File: src/rtl/dual_motor_step_move_controller_top_assert.svh
// Assertion macros for the dual motor step move controller.
`ifndef DUAL_MOTOR_STEP_MOVE_CONTROLLER_TOP_ASSERT_SVH
`define DUAL_MOTOR_STEP_MOVE_CONTROLLER_TOP_ASSERT_SVH

`ifndef SYNTHESIS

`define DMSMC_ASSERT_SAME(label, clk, rst_n, ante, cons, msg) \
	label: assert property (@(posedge clk) disable iff (!rst_n) (ante) |-> (cons)) \
		else $error(msg);

`define DMSMC_ASSERT_NEXT(label, clk, rst_n, ante, cons, msg) \
	label: assert property (@(posedge clk) disable iff (!rst_n) (ante) |=> (cons)) \
		else $error(msg);

`else

`define DMSMC_ASSERT_SAME(label, clk, rst_n, ante, cons, msg)
`define DMSMC_ASSERT_NEXT(label, clk, rst_n, ante, cons, msg)

`endif

`endif

File: src/rtl/dmsmc_pkg.sv
// Shared types and constants of the dual motor step move controller.
`timescale 1ns / 1ps
`default_nettype none

package dmsmc_pkg;

	localparam int CountW = 31;
	localparam int DutyW  = 8;
	localparam int AddrW  = 3;

	localparam logic [CountW-1:0] COUNT_MAX      = 31'h7FFF_FFFF;
	localparam logic [DutyW-1:0]  FULL_DUTY      = 8'd255;
	localparam logic [DutyW-1:0]  RUN_DUTY_RESET = 8'd190;

	localparam logic [0:0] REG_RUN_DUTY = 1'b0;

	typedef enum logic [2:0] {
		OP_EDGE  = 3'd0,
		OP_SPIN  = 3'd1,
		OP_STOP  = 3'd2,
		OP_BRAKE = 3'd3,
		OP_MOVE  = 3'd4,
		OP_TICK  = 3'd5,
		OP_NOP   = 3'd6
	} op_t;

	typedef struct packed {
		op_t               op;
		logic              channel;
		logic [DutyW-1:0]  duty;
		logic              direction;
		logic [CountW-1:0] step_target;
	} cmd_t;

	typedef struct packed {
		logic [DutyW-1:0]  left_fwd_duty;
		logic [DutyW-1:0]  left_rev_duty;
		logic [DutyW-1:0]  right_fwd_duty;
		logic [DutyW-1:0]  right_rev_duty;
		logic              left_running;
		logic              right_running;
		logic              left_done;
		logic              right_done;
		logic [CountW-1:0] left_count;
		logic [CountW-1:0] right_count;
	} res_t;

	typedef struct packed {
		logic [DutyW-1:0]  fwd;
		logic [DutyW-1:0]  rev;
		logic              running;
		logic              dir;
		logic              done;
		logic [CountW-1:0] count;
		logic [CountW-1:0] target;
	} chan_state_t;

endpackage

`default_nettype wire

File: src/rtl/dual_motor_step_move_controller_top.sv
// Top level of the dual motor step move controller.
`timescale 1ns / 1ps
`default_nettype none

// Takes one event item per clock while the skid entry is free: encoder edge,
// spin, stop, brake, step move, control tick or no-op, and returns one result
// item per event holding the four bridge duties, the running and done flags
// and both edge counts as they stand after the event. Channel state updates
// in the cycle the item is accepted and its result enters a two-entry output
// buffer (result register plus skid entry), which lets the next item enter
// while an earlier result waits. run_duty is written through the APB port at
// address 0 and resets to 190.
module dual_motor_step_move_controller_top
	import dmsmc_pkg::*;
(
	input  wire logic             clk,
	input  wire logic             arst_n,
	input  wire logic             cmd_valid,
	output logic                  cmd_ready,
	input  wire cmd_t             cmd,
	output logic                  res_valid,
	input  wire logic             res_ready,
	output res_t                  res,
	input  wire logic             psel,
	input  wire logic             penable,
	input  wire logic             pwrite,
	input  wire logic [AddrW-1:0] paddr,
	input  wire logic [31:0]      pwdata,
	output logic      [31:0]      prdata,
	output logic                  pready
);

	`include "dual_motor_step_move_controller_top_assert.svh"

	logic             accept;
	logic [DutyW-1:0] run_duty;
	chan_state_t      left_nxt;
	chan_state_t      right_nxt;
	res_t             res_nxt;
	logic             stop_left_acc;
	logic             left_off;

	assign accept = cmd_valid && cmd_ready;

	dmsmc_cfg u_cfg (
		.clk      (clk),
		.arst_n   (arst_n),
		.psel     (psel),
		.penable  (penable),
		.pwrite   (pwrite),
		.paddr    (paddr),
		.pwdata   (pwdata),
		.prdata   (prdata),
		.pready   (pready),
		.run_duty (run_duty)
	);

	dmsmc_chan u_left (
		.clk      (clk),
		.arst_n   (arst_n),
		.accept   (accept),
		.cmd      (cmd),
		.chan_idx (1'b0),
		.run_duty (run_duty),
		.nxt      (left_nxt)
	);

	dmsmc_chan u_right (
		.clk      (clk),
		.arst_n   (arst_n),
		.accept   (accept),
		.cmd      (cmd),
		.chan_idx (1'b1),
		.run_duty (run_duty),
		.nxt      (right_nxt)
	);

	always_comb begin
		res_nxt.left_fwd_duty  = left_nxt.fwd;
		res_nxt.left_rev_duty  = left_nxt.rev;
		res_nxt.right_fwd_duty = right_nxt.fwd;
		res_nxt.right_rev_duty = right_nxt.rev;
		res_nxt.left_running   = left_nxt.running;
		res_nxt.right_running  = right_nxt.running;
		res_nxt.left_done      = left_nxt.done;
		res_nxt.right_done     = right_nxt.done;
		res_nxt.left_count     = left_nxt.count;
		res_nxt.right_count    = right_nxt.count;
	end

	dmsmc_obuf u_obuf (
		.clk        (clk),
		.arst_n     (arst_n),
		.push       (accept),
		.push_data  (res_nxt),
		.push_ready (cmd_ready),
		.res_valid  (res_valid),
		.res_ready  (res_ready),
		.res        (res)
	);

	assign stop_left_acc = accept && !res_valid && cmd.op == OP_STOP && !cmd.channel;
	assign left_off      = !res.left_running && res.left_fwd_duty == '0 &&
		res.left_rev_duty == '0;

	`DMSMC_ASSERT_SAME(a_full_buffer, clk, arst_n, !cmd_ready, res_valid, "skid full with result empty")
	`DMSMC_ASSERT_NEXT(a_accept_result, clk, arst_n, accept, res_valid, "accepted item left no result")
	`DMSMC_ASSERT_NEXT(a_stop_left, clk, arst_n, stop_left_acc, left_off, "left stop not reflected")

endmodule

`default_nettype wire

File: src/rtl/dmsmc_cfg.sv
// APB register block holding the run duty.
`timescale 1ns / 1ps
`default_nettype none

module dmsmc_cfg
	import dmsmc_pkg::*;
(
	input  wire logic             clk,
	input  wire logic             arst_n,
	input  wire logic             psel,
	input  wire logic             penable,
	input  wire logic             pwrite,
	input  wire logic [AddrW-1:0] paddr,
	input  wire logic [31:0]      pwdata,
	output logic      [31:0]      prdata,
	output logic                  pready,
	output logic      [DutyW-1:0] run_duty
);

	logic [DutyW-1:0] run_duty_q;
	logic             hit;

	assign hit    = (paddr[2] == REG_RUN_DUTY);
	assign pready = 1'b1;

	always_ff @(posedge clk or negedge arst_n) begin
		if (!arst_n) begin
			run_duty_q <= RUN_DUTY_RESET;
		end else if (psel && penable && pwrite && pready && hit) begin
			run_duty_q <= pwdata[DutyW-1:0];
		end
	end

	always_comb begin
		prdata = '0;
		if (hit) begin
			prdata = {{(32-DutyW){1'b0}}, run_duty_q};
		end
	end

	assign run_duty = run_duty_q;

endmodule

`default_nettype wire

File: src/rtl/dmsmc_chan.sv
// State and event handling of one motor channel.
`timescale 1ns / 1ps
`default_nettype none

module dmsmc_chan
	import dmsmc_pkg::*;
(
	input  wire logic             clk,
	input  wire logic             arst_n,
	input  wire logic             accept,
	input  wire cmd_t             cmd,
	input  wire logic             chan_idx,
	input  wire logic [DutyW-1:0] run_duty,
	output chan_state_t           nxt
);

	chan_state_t cur_q;
	logic        addr;

	assign addr = (cmd.channel == chan_idx);

	always_comb begin
		nxt = cur_q;
		case (cmd.op)
			OP_EDGE: begin
				if (addr && cur_q.count != COUNT_MAX) begin
					nxt.count = CountW'(cur_q.count + 31'd1);
				end
			end
			OP_SPIN: begin
				if (addr) begin
					nxt.dir     = cmd.direction;
					nxt.running = 1'b1;
					nxt.fwd     = cmd.direction ? cmd.duty : '0;
					nxt.rev     = cmd.direction ? '0 : cmd.duty;
				end
			end
			OP_STOP: begin
				if (addr) begin
					nxt.running = 1'b0;
					nxt.fwd     = '0;
					nxt.rev     = '0;
				end
			end
			OP_BRAKE: begin
				nxt.fwd = FULL_DUTY;
				nxt.rev = FULL_DUTY;
			end
			OP_MOVE: begin
				if (addr) begin
					nxt.dir     = cmd.direction;
					nxt.running = 1'b1;
					nxt.done    = 1'b0;
					nxt.count   = '0;
					nxt.target  = cmd.step_target;
				end
			end
			OP_TICK: begin
				if (cur_q.running) begin
					if (cur_q.target <= cur_q.count) begin
						nxt.running = 1'b0;
						nxt.done    = 1'b1;
						nxt.fwd     = '0;
						nxt.rev     = '0;
					end else begin
						nxt.fwd = cur_q.dir ? run_duty : '0;
						nxt.rev = cur_q.dir ? '0 : run_duty;
					end
				end
			end
			default: begin
			end
		endcase
	end

	always_ff @(posedge clk or negedge arst_n) begin
		if (!arst_n) begin
			cur_q <= '0;
		end else if (accept) begin
			cur_q <= nxt;
		end
	end

endmodule

`default_nettype wire

File: src/rtl/dmsmc_obuf.sv
// Result register with a skid entry behind it.
`timescale 1ns / 1ps
`default_nettype none

module dmsmc_obuf
	import dmsmc_pkg::*;
(
	input  wire logic clk,
	input  wire logic arst_n,
	input  wire logic push,
	input  wire res_t push_data,
	output logic      push_ready,
	output logic      res_valid,
	input  wire logic res_ready,
	output res_t      res
);

	logic out_valid_q;
	logic skid_valid_q;
	res_t out_data_q;
	res_t skid_data_q;
	logic pop;

	assign pop        = out_valid_q && res_ready;
	assign push_ready = !skid_valid_q;

	always_ff @(posedge clk or negedge arst_n) begin
		if (!arst_n) begin
			out_valid_q  <= 1'b0;
			skid_valid_q <= 1'b0;
		end else if (!out_valid_q || pop) begin
			if (skid_valid_q) begin
				out_valid_q  <= 1'b1;
				skid_valid_q <= push;
			end else begin
				out_valid_q <= push;
			end
		end else if (push) begin
			skid_valid_q <= 1'b1;
		end
	end

	always_ff @(posedge clk) begin
		if (!out_valid_q || pop) begin
			out_data_q <= skid_valid_q ? skid_data_q : push_data;
			if (push) begin
				skid_data_q <= push_data;
			end
		end else if (push) begin
			skid_data_q <= push_data;
		end
	end

	assign res_valid = out_valid_q;
	assign res       = out_data_q;

endmodule

`default_nettype wire

File: config.mk
export PLATFORM = sky130hd
export DESIGN_NAME = dual_motor_step_move_controller_top
export DESIGN_NICKNAME = d
export VERILOG_FILES = /design/src/rtl/dmsmc_pkg.sv /design/src/rtl/dual_motor_step_move_controller_top.sv /design/src/rtl/dmsmc_cfg.sv /design/src/rtl/dmsmc_chan.sv /design/src/rtl/dmsmc_obuf.sv
export VERILOG_INCLUDE_DIRS = /design/src /design/src/rtl
export SDC_FILE = /design/constraint.sdc
export NUM_CORES = 1
export LEC_CHECK = 0
export ABC_CLOCK_PERIOD_IN_PS = 6100
export BUFFER_PORTS_ARGS = -buffer_cell sky130_fd_sc_hd__buf_4
export CAP_MARGIN = 20
export CORE_MARGIN = 3
export CORE_UTILIZATION = 51
export DETAILED_ROUTE_END_ITERATION = 8
export PLACE_DENSITY = 0.74
export SETUP_SLACK_MARGIN = 0.1
export SYNTH_ARGS = -nofsm -noshare
export SYNTH_HDL_FRONTEND = slang
export SYNTH_SLANG_ARGS = --single-unit
File: constraint.sdc
create_clock -name clk -period 6.1 [get_ports clk]
set_clock_uncertainty 0.05 [all_clocks]
set_input_delay 1.22 -clock clk [delete_from_list [all_inputs] [get_ports clk]]
set_output_delay 1.22 -clock clk [all_outputs]
set_load 0.005 [all_outputs]
==> metrics.cfg <==
[floorplanning]
dieArea_mm2 = 0.0408
io_pins = 219
floorplan.initialDensity = 0.519
num_rows = 71
die_y_um = 202
core_mm2 = 0.0378
fp.dieW_um = 202

[synthesis]
syn_area_mm2 = 0.0196
yosysWarningCount = 0
synth_top_area_share = 0.300
synth_edf_count = 196
syn_inst = 1852
synth_ff_type = edfxtp_1
synthTopCellsByArea = edfxtp_1, dfrtp_1, mux2_2, o21ai_0, ha_1
synth_top_area_cell = edfxtp_1
ys_types = 81
avgSynthCellArea_um2 = 10.6
seq_area_frac_synth = 0.520
synth-seq-cells = 368
async_flop_share = 0.467

[placement]
place.gp.congestion = 0.908
pre_cts_ws_ns = 1.70
port_buffers = 167
hpwl_mm = 35.6

[drt]
drtPass1Iterations = 5
drt-wirelength-per-cell_um = 20.7
wl_mm = 52.0
drc_errors = 0
drt_iter0_markers = 1341
antenna_left = 0
vias = 15400
viasPerCell = 6.13

[critical_path]
start_kind = primary input
cp_max_fo = 31
cp-end-kind = flop
required_ns = 6.45
critPathArrivalTime_ns = 4.38
crit_type = primary input to flop

[clock_network]
cts_tree = done
cts_setup_buffers = 0
h-tree-depth = 2
cts_buffer_depth = 3
post_cts_resized = 0
cts_hold_buf = 0
cts_sinks = 368
clk_pin_slew_ns = 0.06
cts_inserted_buffers = 40
clock_latency_ns = 0.54
cts.root.buffer_cell = clkbuf_16

[final_layout]
final_core_utilization = 0.596
flow.area_growth_from_synthesis_pct = 14.7
drive_above_1_share = 0.216
finalNetCount = 2125

[sta]
timing.final.hold_violations = 0
maxSlewViolCount = 0
min_period_ns = 4.03
max-slew-margin-rel = 0.310
tightest_slew_ns = 1.04
period_share = 0.661
holdWs_ns = 0.442
max_freq_ghz = 0.248
setup_violations = 0
layout_setup_ws_ns = 2.07
rsz0062_at_grt = false
fin_setup_tns_ns = 0

[grt]
grt_pass1_wl_mm = 82.5
grt_max_degree = 85
grt-ovfl-total = 0
grt_antenna_before_repair = 2
grt_usage = 0.251
grt_pass1_vias = 14900

[min_path]
hold_path_class = flop to flop

[run]
cap_viol_max_count = 0

[power_and_ir_drop]
leakagePower_nw = 9.01
ir_worst_vdd_mv = 0.187
power_density_mw_per_mm2 = 326

[outcome]
status = complete, no violations

-- per-stage QoR --
| stage | power (mW) | instances | cell area (um2) |
|---|---|---|---|
| 2_1_floorplan | 4.35 | 1875 | 19700 |
| 3_5_place_dp | 4.96 | 2443 | 21200 |
| 5_1_grt | 7.71 | 2519 | 22500 |
| 6_report | 7.33 | 2519 | 22500 |
| 3_3_place_gp | 4.87 | 2442 | 21200 |
| 4_1_cts | 7.36 | 2516 | 22500 |
-- registers in the layout (all words and copies together), names as in the netlist --
register	count
u_right.cur_q	81
u_cfg.run_duty	8
u_obuf.res	98
u_obuf.res_valid	1
u_left.cur_q	81
u_obuf.skid_data_q	98
u_obuf.skid_valid_q	1
-- cell type report --
| class | count | area (um2) |
|---|---|---|
| inverters | 82 | 312 |
| fillers | 3093 | 15300 |
| repair buffers | 191 | 1450 |
| clock buffers | 64 | 1210 |
| multi-input cells | 1292 | 8590 |
| well taps | 511 | 639 |
| clock inverters | 9 | 81.3 |
| flip-flops and latches | 368 | 10200 |
| diodes | 2 | 5.00 |
-- worst max-delay path, stage by stage --
cell	delay [ns]
buf_4	0.38
clkinv_1	0.79
nor3_2	0.84
a21oi_1	0.20
a21boi_0	0.30
o21ai_0	0.11
o211ai_1	0.31
mux2_2	0.21
-- worst paths after layout --
kind | slack [ns] | startpoint | cells past startpoint | endpoint
max | 2.07 | cmd[40] | 8 | u_obuf.res[73]
max reg2reg | 2.23 | u_obuf.skid_valid_q | 6 | u_left.cur_q[30]
max in group asynchronous | 4.06 | arst_n | 2 | u_right.cur_q[24]
min in group asynchronous | 0.60 | arst_n | 1 | u_left.cur_q[40]
min reg2reg | 0.44 | u_right.cur_q[62] | 2 | u_right.cur_q[62]
min | 0.44 | u_right.cur_q[62] | 2 | u_right.cur_q[62]
-- Yosys cell counts, types with 7 or more instances --
cell type,n
a21boi_0,7
or3_1,12
o211ai_1,10
a31oi_1,18
inv_1,80
a21oi_1,111
o21a_1,9
o31ai_1,57
nand3_1,30
mux2_2,144
and2_1,10
a21o_1,13
edfxtp_1,196
dfrtp_1,166
o21ai_0,171
buf_4,27
nor3_1,34
clkbuf_1,91
nor2_1,158
nand2_1,155
a221o_1,20
mux2i_1,14
a22oi_1,17
ha_1,64
buf_2,9
o22ai_1,9
a22o_1,9
and3_1,19
nand4_1,33
nor4_1,17
o32ai_1,16
o21bai_1,8
-- cell usage in the layout, fill, tap and decap left out, types with 25 or more instances in the layout --
cell type,count
a21oi_1,109
buf_4,187
clkbuf_16,42
conb_1,25
dfrtp_1,165
edfxtp_1,196
ha_1,64
inv_1,79
mux2_2,144
nand2_1,154
nand3_1,30
nand4_1,33
nor2_1,156
nor3_1,34
o21ai_0,171
o31ai_1,57
-- report_power, final --
| group | internal (mW) | switching (mW) |
|---|---|---|
| sequential | 3.09 | 0.313 |
| combinational | 0.696 | 0.845 |
| clock | 1.41 | 0.978 |
-- logic make-up after synthesis --
group | Yosys count | share of synthesized area
compound gates | 528 | 0.174
xor+xnor | 1 | 0.000447
fa+ha+maj | 64 | 0.0408
buf+inv | 215 | 0.0477
flops | 368 | 0.520
mux | 158 | 0.0899
other cells | 2 | 0.000383
simple gates | 516 | 0.127
-- per-layer routing --
layer  vias up  wire length [um]  GRT usage
met3       124              3770     0.0420
met4         0              1910     0.0912
met1      7528             22800      0.358
met2       643             23600      0.388
met5         -                 0          0
li1       7151                 -          -
No activity file was read; power rests on OpenSTA's default activity.
